--- src/btr_pkg.sv ---
// btr_pkg: shared types, kind codes and fault codes of the branch target resolver.
// No dependencies; used by btr_resolve and branch_target_resolver_top.
package btr_pkg;

   // Instruction variant codes
   localparam logic [4:0] KIND_BRA_DISP   = 5'd0;
   localparam logic [4:0] KIND_BSR_DISP   = 5'd1;
   localparam logic [4:0] KIND_BT_DISP    = 5'd2;
   localparam logic [4:0] KIND_BF_DISP    = 5'd3;
   localparam logic [4:0] KIND_BSR4_DISP  = 5'd4;
   localparam logic [4:0] KIND_BRA_PCREG  = 5'd5;
   localparam logic [4:0] KIND_BSR_PCREG  = 5'd6;
   localparam logic [4:0] KIND_BRA_PCDR   = 5'd7;
   localparam logic [4:0] KIND_BSR_PCDR   = 5'd8;
   localparam logic [4:0] KIND_BT_PCDR    = 5'd9;
   localparam logic [4:0] KIND_BF_PCDR    = 5'd10;
   localparam logic [4:0] KIND_BRA_PCDR4  = 5'd11;
   localparam logic [4:0] KIND_BSR_PCDR4  = 5'd12;
   localparam logic [4:0] KIND_BT_PCDR4   = 5'd13;
   localparam logic [4:0] KIND_BF_PCDR4   = 5'd14;
   localparam logic [4:0] KIND_BRA_REG    = 5'd15;
   localparam logic [4:0] KIND_BSR_REG    = 5'd16;
   localparam logic [4:0] KIND_BT_REG     = 5'd17;
   localparam logic [4:0] KIND_BF_REG     = 5'd18;
   localparam logic [4:0] KIND_RTS        = 5'd19;
   localparam logic [4:0] KIND_RET        = 5'd20;
   localparam logic [4:0] KIND_BREAK      = 5'd21;
   localparam logic [4:0] KIND_SLEEP      = 5'd22;
   localparam logic [4:0] KIND_INVOP      = 5'd23;

   // Branch condition classes
   localparam logic [1:0] OP_BRA = 2'd0;
   localparam logic [1:0] OP_BSR = 2'd1;
   localparam logic [1:0] OP_BT  = 2'd2;
   localparam logic [1:0] OP_BF  = 2'd3;

   // Fault codes
   localparam logic [1:0] FAULT_NONE  = 2'd0;
   localparam logic [1:0] FAULT_INVOP = 2'd1;
   localparam logic [1:0] FAULT_BREAK = 2'd2;
   localparam logic [1:0] FAULT_SLEEP = 2'd3;

   // Stack return pops one 64-bit word
   localparam logic [63:0] SP_POP_BYTES = 64'd8;
   // Short-form BSR links past a 4-byte instruction
   localparam logic [63:0] BSR4_LINK_BYTES = 64'd4;

   typedef struct packed {
      logic [4:0]         kind;
      logic [63:0]        instr_pc;
      logic [63:0]        next_pc;
      logic signed [23:0] displacement;
      logic [63:0]        reg_operand;
      logic [63:0]        dr_value;
      logic [63:0]        lr_value;
      logic [63:0]        sp_value;
      logic [63:0]        stack_word;
      logic               t_flag;
   } req_type;

   typedef struct packed {
      logic        taken;
      logic [63:0] target_pc;
      logic        lr_write;
      logic [63:0] lr_new;
      logic        sp_write;
      logic [63:0] sp_new;
      logic [1:0]  fault;
   } rsp_type;

endpackage

--- src/btr_resolve.sv ---
// btr_resolve: combinational resolution of one control-flow instruction.
// Depends on btr_pkg for the request/response types and codes.
module btr_resolve
   import btr_pkg::*;
(
   input  req_type req,
   output rsp_type rsp
);

   logic [63:0] disp_ext;
   logic [63:0] disp_x2;
   logic [63:0] reg_x2;
   logic [63:0] dr_x2;
   logic [63:0] dr_x32;
   logic [63:0] dest;
   logic [1:0]  op;
   logic        has_op;
   logic        go;

   // Scaled operands, all modulo 2^64
   assign disp_ext = {{40{req.displacement[23]}}, req.displacement};
   assign disp_x2  = {disp_ext[62:0], 1'b0};
   assign reg_x2   = {req.reg_operand[62:0], 1'b0};
   assign dr_x2    = {req.dr_value[62:0], 1'b0};
   assign dr_x32   = {req.dr_value[58:0], 5'b0};

   // Decode addressing form and condition class
   always_comb begin
      dest   = 64'd0;
      op     = OP_BRA;
      has_op = 1'b0;
      case (req.kind)
         KIND_BRA_DISP, KIND_BSR_DISP, KIND_BT_DISP, KIND_BF_DISP: begin
            dest   = req.next_pc + disp_x2;
            op     = req.kind[1:0];
            has_op = 1'b1;
         end
         KIND_BSR4_DISP: begin
            dest   = req.next_pc + disp_x2;
            op     = OP_BSR;
            has_op = 1'b1;
         end
         KIND_BRA_PCREG: begin
            dest   = req.next_pc + reg_x2;
            op     = OP_BRA;
            has_op = 1'b1;
         end
         KIND_BSR_PCREG: begin
            dest   = req.next_pc + reg_x2;
            op     = OP_BSR;
            has_op = 1'b1;
         end
         KIND_BRA_PCDR: begin
            dest   = req.next_pc + dr_x2;
            op     = OP_BRA;
            has_op = 1'b1;
         end
         KIND_BSR_PCDR: begin
            dest   = req.next_pc + dr_x2;
            op     = OP_BSR;
            has_op = 1'b1;
         end
         KIND_BT_PCDR: begin
            dest   = req.next_pc + dr_x2;
            op     = OP_BT;
            has_op = 1'b1;
         end
         KIND_BF_PCDR: begin
            dest   = req.next_pc + dr_x2;
            op     = OP_BF;
            has_op = 1'b1;
         end
         KIND_BRA_PCDR4: begin
            dest   = req.next_pc + dr_x32 + disp_x2;
            op     = OP_BRA;
            has_op = 1'b1;
         end
         KIND_BSR_PCDR4: begin
            dest   = req.next_pc + dr_x32 + disp_x2;
            op     = OP_BSR;
            has_op = 1'b1;
         end
         KIND_BT_PCDR4: begin
            dest   = req.next_pc + dr_x32 + disp_x2;
            op     = OP_BT;
            has_op = 1'b1;
         end
         KIND_BF_PCDR4: begin
            dest   = req.next_pc + dr_x32 + disp_x2;
            op     = OP_BF;
            has_op = 1'b1;
         end
         KIND_BRA_REG: begin
            dest   = req.reg_operand;
            op     = OP_BRA;
            has_op = 1'b1;
         end
         KIND_BSR_REG: begin
            dest   = req.reg_operand;
            op     = OP_BSR;
            has_op = 1'b1;
         end
         KIND_BT_REG: begin
            dest   = req.reg_operand;
            op     = OP_BT;
            has_op = 1'b1;
         end
         KIND_BF_REG: begin
            dest   = req.reg_operand;
            op     = OP_BF;
            has_op = 1'b1;
         end
         default: begin
            dest   = 64'd0;
            op     = OP_BRA;
            has_op = 1'b0;
         end
      endcase
   end

   // Condition evaluation
   always_comb begin
      case (op)
         OP_BRA:  go = 1'b1;
         OP_BSR:  go = 1'b1;
         OP_BT:   go = req.t_flag;
         OP_BF:   go = ~req.t_flag;
         default: go = 1'b0;
      endcase
   end

   // Result assembly
   always_comb begin
      rsp = '0;
      rsp.fault = FAULT_NONE;
      if (has_op) begin
         if (op == OP_BSR) begin
            rsp.lr_write = 1'b1;
            rsp.lr_new   = (req.kind == KIND_BSR4_DISP) ?
                           req.instr_pc + BSR4_LINK_BYTES : req.next_pc;
         end
         if (go) begin
            rsp.taken     = 1'b1;
            rsp.target_pc = dest;
            // null target is an invalid operation
            if (dest == 64'd0) begin
               rsp.fault = FAULT_INVOP;
            end
         end
      end else begin
         case (req.kind)
            KIND_RTS: begin
               rsp.taken     = 1'b1;
               rsp.target_pc = req.lr_value;
            end
            KIND_RET: begin
               rsp.taken     = 1'b1;
               rsp.target_pc = req.stack_word;
               rsp.sp_write  = 1'b1;
               rsp.sp_new    = req.sp_value + SP_POP_BYTES;
            end
            KIND_BREAK: rsp.fault = FAULT_BREAK;
            KIND_SLEEP: rsp.fault = FAULT_SLEEP;
            default:    rsp.fault = FAULT_INVOP;
         endcase
      end
   end

endmodule

--- src/branch_target_resolver_top.sv ---
// branch_target_resolver_top: input register, resolve logic, result register.
// Depends on btr_pkg and btr_resolve.
//
//   channel   direction   handshake               payload
//   req       in          req_valid / req_stall   req_data (req_type)
//   rsp       out         rsp_valid / rsp_stall   rsp_data (rsp_type)
//
// One transfer per cycle sustained while rsp is not stalled. A req transfer loads the
// input register; the resolved request then moves into the result register, which
// drives rsp_valid and rsp_data.
// Synchronous active-high reset clears both valid flags.
// rsp_stall holds the result register; the input register keeps accepting
// until both stages are full, so req_stall rises only while rsp is stalled.
module branch_target_resolver_top
   import btr_pkg::*;
(
   input  logic    clock,
   input  logic    reset,
   input  logic    req_valid,
   output logic    req_stall,
   input  req_type req_data,
   output logic    rsp_valid,
   input  logic    rsp_stall,
   output rsp_type rsp_data
);

   logic    in_valid_ff;
   logic    in_valid_in;
   req_type in_data_ff;
   logic    out_valid_ff;
   logic    out_valid_in;
   rsp_type out_data_ff;
   rsp_type resolved;
   logic    out_load;
   logic    in_load;

   // Stage advance control
   assign out_load    = ~out_valid_ff | ~rsp_stall;
   assign req_stall   = in_valid_ff & ~out_load;
   assign in_load     = req_valid & ~req_stall;
   assign in_valid_in = in_load | (in_valid_ff & ~out_load);
   assign out_valid_in = out_load ? in_valid_ff : out_valid_ff;

   // Valid flags
   always_ff @(posedge clock) begin
      if (reset) begin
         in_valid_ff  <= 1'b0;
         out_valid_ff <= 1'b0;
      end else begin
         in_valid_ff  <= in_valid_in;
         out_valid_ff <= out_valid_in;
      end
   end

   // Input register
   always_ff @(posedge clock) begin
      if (in_load) begin
         in_data_ff <= req_data;
      end
   end

   btr_resolve u_resolve (
      .req (in_data_ff),
      .rsp (resolved)
   );

   // Result register
   always_ff @(posedge clock) begin
      if (out_load && in_valid_ff) begin
         out_data_ff <= resolved;
      end
   end

   assign rsp_valid = out_valid_ff;
   assign rsp_data  = out_data_ff;

   // Checks
   a_stall_only_when_full: assert property (@(posedge clock) disable iff (reset)
      req_stall |-> (rsp_valid && rsp_stall))
      else $error("req_stall without a stalled result");

   a_not_taken_zero: assert property (@(posedge clock) disable iff (reset)
      (rsp_valid && !rsp_data.taken) |-> (rsp_data.target_pc == 64'd0))
      else $error("target_pc nonzero on a not-taken result");

   a_sp_write_taken: assert property (@(posedge clock) disable iff (reset)
      (rsp_valid && rsp_data.sp_write) |-> (rsp_data.taken && !rsp_data.lr_write))
      else $error("stack return must be taken and not link");

   a_held_result: assert property (@(posedge clock) disable iff (reset)
      (rsp_valid && rsp_stall) |=> (rsp_valid && $stable(rsp_data)))
      else $error("result changed while stalled");

endmodule

--- config.mk ---
export PLATFORM = sky130hd
export DESIGN_NAME = branch_target_resolver_top
export DESIGN_NICKNAME = d
export VERILOG_FILES = /design/src/btr_pkg.sv /design/src/btr_resolve.sv /design/src/branch_target_resolver_top.sv
export SDC_FILE = /design/constraint.sdc
export NUM_CORES = 1
export LEC_CHECK = 0
export ABC_AREA = 1
export BUFFER_PORTS_ARGS = -buffer_cell sky130_fd_sc_hd__buf_2
export CORE_MARGIN = 4
export CORE_UTILIZATION = 47
export CTS_BUF_LIST = sky130_fd_sc_hd__clkbuf_4 sky130_fd_sc_hd__clkbuf_8
export CTS_CLUSTER_SIZE = 14
export DETAILED_ROUTE_END_ITERATION = 16
export PLACE_DENSITY_LB_ADDON = 0.2
export SYNTH_ARGS = -nofsm -noshare
export SYNTH_HDL_FRONTEND = slang
export SYNTH_SLANG_ARGS = --single-unit
--- constraint.sdc ---
create_clock -name clock -period 20.2 [get_ports clock]
set_input_delay 1.01 -clock clock [delete_from_list [all_inputs] [get_ports clock]]
set_output_delay 1.01 -clock clock [all_outputs]
set_load 0.005 [all_outputs]
### Yosys cells after proc, flatten, opt, wreduce, memory -nomap -nowiden

Cells that the tools add are included.

* reductions and logical operators: 18
* bitwise operators: 10
* equality and inequality tests: 25
* $add $sub $neg: 7
* multiplexer cells: 14

Operators by type and width (count)
* $add 64x64->64: 5
* $pmux 64 s5: 1
* $mux 65: 4
* $pmux 65 s2: 1
* $add 64x3->64 const B: 1
* $add 64x4->64 const B: 1
* $logic_not 64->1: 1
* $mux 64: 1
* $eq 5x4->1 const B: 8
* $eq 5x5->1 const B: 7
* $eq 5x3->1 const B: 4
* $reduce_or 19->1: 1
* $reduce_or 4->1: 4
* $eq 5x2->1 const B: 2
* $reduce_or 5->1: 2
* $pmux 2 s4: 1
* $reduce_or 2->1: 4
* $not 1->1: 6
* $pmux 2 s3: 1
* $reduce_or 3->1: 2
* $eq 5x1->1 const B: 1
* $logic_not 5->1: 1
* $eq 2x2->1 const B: 2
* $mux 2: 2
* other kinds (8): 11

* output and inout port bits: 199
* input port bits: 482
* register bits: 676
* logic and storage cells: 93

### Logic depth before layout (Yosys ltp)

* depth after elaboration: 8
* depth in mapped cells: 29
* mapped depth without buffers: 27

### Hierarchy

From an unflattened synthesis, not the netlist that was laid out.

* cell total of the unflattened synthesis: 4756
* area total of the unflattened synthesis: 40355.0 µm²

Modules (own cells, without submodules)
* branch_target_resolver_top: seq. area each 20309.5 µm², area each 20360.8 µm², cells an instance 687, times used 1
* btr_resolve: seq. area each 0.0 µm², area each 19994.2 µm², cells an instance 4069, times used 1

### Worst setup path after synthesis

No wires, ideal clock.

* kind: in2reg
* from: input port rsp_stall
* to: register out_data_ff, in the netlist rsp_data[0], enable pin
* stages: 1
* arrival: 10483 ps
* setup slack: 8898 ps
* setup time: 819 ps
* required time: 19381 ps
* buffers on the path: 0
* cell sequence: a21oi_1

* longest elaborated chain between the ends: 3

Ends and longest elaborated chain
* start: declaration: RTL line branch_target_resolver_top.sv:23 `input logic rsp_stall,`
* $not 1->1: RTL line branch_target_resolver_top.sv:38 `assign out_load = ~out_valid_ff | ~rsp_stall;`
* $or 1x1->1: RTL line branch_target_resolver_top.sv:38
* $logic_and 1x1->1: RTL line branch_target_resolver_top.sv:69 `if (out_load && in_valid_ff) begin`
* end signal: assignment: RTL line branch_target_resolver_top.sv:70 `out_data_ff <= resolved;`
* end: declaration: RTL line branch_target_resolver_top.sv:32 `rsp_type out_data_ff;`

No other way between the ends.
A chain may end at the register's enable or synchronous reset.

==> run_results.csv <==
group,metric,value,unit
outcome,status,"finished clean",
yosys,ys_seq_area_share,49.5,%
layout,syn_to_final_growth,16.9,%
grt,grt-busiest-layer,"met2",
setup_path,cp-startpoint,"in_data_ff[474]",
floorplan,coreArea,0.0858,mm2
power_and_ir_drop,cellPowerDensity,82.2,mW/mm2
floorplan,rows,107,
yosys,synth_top_area_share,49.4,%
yosys,synth_edf_count,674,
yosys,synth_area,0.0409,mm2
yosys,synth_top_flop_cell,"edfxtp_1",
timing,rsz0062_at_grt,"false",
grt,met1_usage,44.4,%
placement,dpl.cell_count,6708,
timing,max_freq,168,MHz
drt,drc,0,
clock_network,cts_buffers,110,
setup_path,path_cells,"nand2_2, nor2_1, nand2_1, nand2_2, nor2_8, nand3b_1, clkinv_1, buf_4, a31oi_1, ha_1, nand2_1, nor4_1, nand2_1, nor3_1, nand2_1, nand2_1, nand2_1, nand2_1, nor2_1, nor2_1, nand2_1, nor2_1, nand3_1, o21bai_1",
yosys,synth_cells,4948,
drt,via_count,36843,
power_and_ir_drop,p_leak,22.6,nW
drt,routed_wl,161000,um
clock_network,cts_sinks,676,
min_path,worstHoldPathType,"input port to flop",
floorplan,die_w,303,um
setup_path,path_class,"flop to flop",
grt,grt_pass1_wl,227000,um
placement,place_area,0.0457,mm2
clock_network,cts_hold_buf,0,
layout,layout.nets,6362,
clock_network,cts-resized-gates,0,
grt,grt_pass1_vias,34710,
floorplan,pin_count,681,
clock_network,cts.root.buffer_cell,"clkbuf_8",
timing,slew_viol_final,0,
min_path,min-delay-start,"req_data[475]",
timing,finalCriticalPeriod,5.96,ns
drt,detail_route.wl_per_cell,23.3,um
layout,drive_above_1_share,16.1,%
grt,grt_max_degree,131,
yosys,async_flop_share,0,%
yosys,synthTopCellsByArea,"edfxtp_1 (49%), nand2_1 (15%), inv_1 (6.8%)",
timing,final-hold-violation-count,0,
timing,finalSetupTns,0,ns
layout,fin_area,0.0478,mm2
layout,fin_cells,6925,
setup_path,critPathCaptureType,"flop",
layout,post-route-util,55.8,%
setup_path,cp_slowest_stage_delay,0.78,ns
grt,grt_util_met2,57.2,%
placement,port-buffer-count,679,
setup_path,reg2reg_to,"rsp_data[0]",
floorplan,dieHeight,303,um
placement,gp_congestion,1.02,
grt,grt_usage,34.1,%
drt,final_antenna_net_count,0,
setup_path,cp.required,20.82,ns
setup_path,start_kind,"flop",
setup_path,path_common_cell,"nand2_1",
yosys,ys_types,50,
timing,relSlewSlack,27.8,%
placement,dp_hpwl,130000,um
min_path,min_to,"in_data_ff[475]",
clock_network,htree_levels,3,
clock_network,clock_path_buffers,3,
setup_path,crit_family,"simple AND/OR/NAND/NOR gates",
setup_path,cp_max_fo,39,
floorplan,dieArea,0.0919,mm2
drt,firstDrtPassIters,6,
clock_network,cts_tree,"done",
grt,use_met3,5.11,%
timing,whs,0.365,ns
placement,dp_worst_setup_slack,14.50,ns
timing,setup_slack,14.24,ns
clock_network,clk_latency,0.82,ns
timing,fin_crit_sh,29.5,%
flow_run,drv_cap,0,
power_and_ir_drop,p_total,3.93,mW
setup_path,crit_buf_inv,2,
grt,grt-ovfl-total,0,
setup_path,crit_slowest_cell,"nor4_1",
timing,setup_viol_count_final,0,
setup_path,regToRegSetupSlack,14.24,ns
yosys,yosys_warnings,0,
timing,skew,0.0634,ns
drt,vias_per_cell,5.32,
drt,drtIter0Drc,3589,
yosys,ys_seq_elements,676,
yosys,synth_nets,5634,
timing,tightest_slew,1.08,ns
clock_network,cts_setup_buffers,0,
yosys,yosys.area.top_type,"edfxtp_1",
setup_path,rr_startpoint,"in_data_ff[474]",
power_and_ir_drop,ir_worst_vdd,0.0793,mV
grt,antenna_found_initial,22,
floorplan,initial_core_util,47.7,%
setup_path,worstPathArrival,6.59,ns
clock_network,clkTransAtPathRegs,0.07,ns
setup_path,ff2ff_path_depth,24,
yosys,synth.avg_cell_area,8.27,um2
min_path,hold_depth,1,
==> worst reg2reg max path: cells and delay by family, from the launching register on <==
| kind | cells | cell delay [ns] |
|---|---|---|
| and+or+nand+nor | 19 | 3.74 |
| buffers and inverters | 2 | 0.58 |
| adders and majority gates | 1 | 0.58 |
| DFF | 1 | 0.50 |
| AOI/OAI and AO/OA | 2 | 0.39 |
==> worst max path at each step <==
stage	endpoint	slack (ns)	cells past startpoint
6_report	rsp_data[0]	14.24	24
5_1_grt	rsp_data[0]	13.95	24
4_1_cts	rsp_data[0]	14.45	26
3_5_place_dp	rsp_data[0]	14.50	26
3_3_place_gp	rsp_data[0]	14.46	26
2_1_floorplan	rsp_data[0]	8.90	1
==> power breakdown <==
group          internal, mW  switching [mW]
Combinational         0.321           0.723
Clock                 0.614           0.562
Sequential             1.64          0.0667
==> kinds of logic (layout without fill, tap and decap cells) <==
group                      Yosys count  count (layout)  share of synthesized area, %
AOI/OAI and AO/OA                  434             434                          6.32
buffers and inverters              842            1656                          7.76
other                                0              19                             0
adders and majority gates          204             204                          7.33
and+or+nand+nor                   2732            2732                          27.8
xor gates and xnor gates            60              60                          1.28
DFF                                676             676                          49.5
==> state kept, by name, indices dropped and copies added (netlist names) <==
signal and count:
in_data_ff 477, rsp_data 197, in_valid_ff 1, rsp_valid 1
==> synthesized netlist by cell type (58+ instances only) <==
master	instances
nand2_1	1654
nor2_1	511
o21ai_0	83
inv_1	747
nor3_1	82
clkbuf_1	66
fa_1	60
a22oi_1	62
edfxtp_1	674
a21oi_1	170
ha_1	144
nand4_1	58
nand3_1	306
==> area by class of cell <==
cell class                 instances  area, um2
fill                            8152      38000
sequential                       676      20300
clock buffer                     151       1830
multi-input combinational       3430      17500
timing repair buffer             705       3590
clock inverter                    47        307
inverter                         753       2840
antenna                           19       47.5
tap                             1144       1430
==> metal layers <==
layer / vias to the layer above / wire, um
li1: 17682 / -
met1: 17261 / 65100
met2: 1586 / 77000
met3: 310 / 11600
met4: 4 / 7540
met5: - / 28
==> layout by cell type, fill, tap and decap left out, drive strengths merged, types with 6 or more instances in the layout <==
cell type  Yosys  final
o21ai         84     84
clkinv         0     38
edfxtp       674    674
nor2         521    521
a31oi         42     42
nand3b        49     49
nor4          21     21
o221ai         7      7
a21oi        170    170
and2          10     10
ha           144    144
buf           23    705
o21bai        24     24
o211ai        26     26
nand2       1662   1662
nand3        310    310
diode          0     19
clkbuf        66    151
nor3b          7      7
nand4         58     58
o21a           6      6
inv          753    757
a22oi         62     62
nor3          90     90
xnor2         15     15
fa            60     60
xor2          45     45
Power figures use the tool's default switching activity.
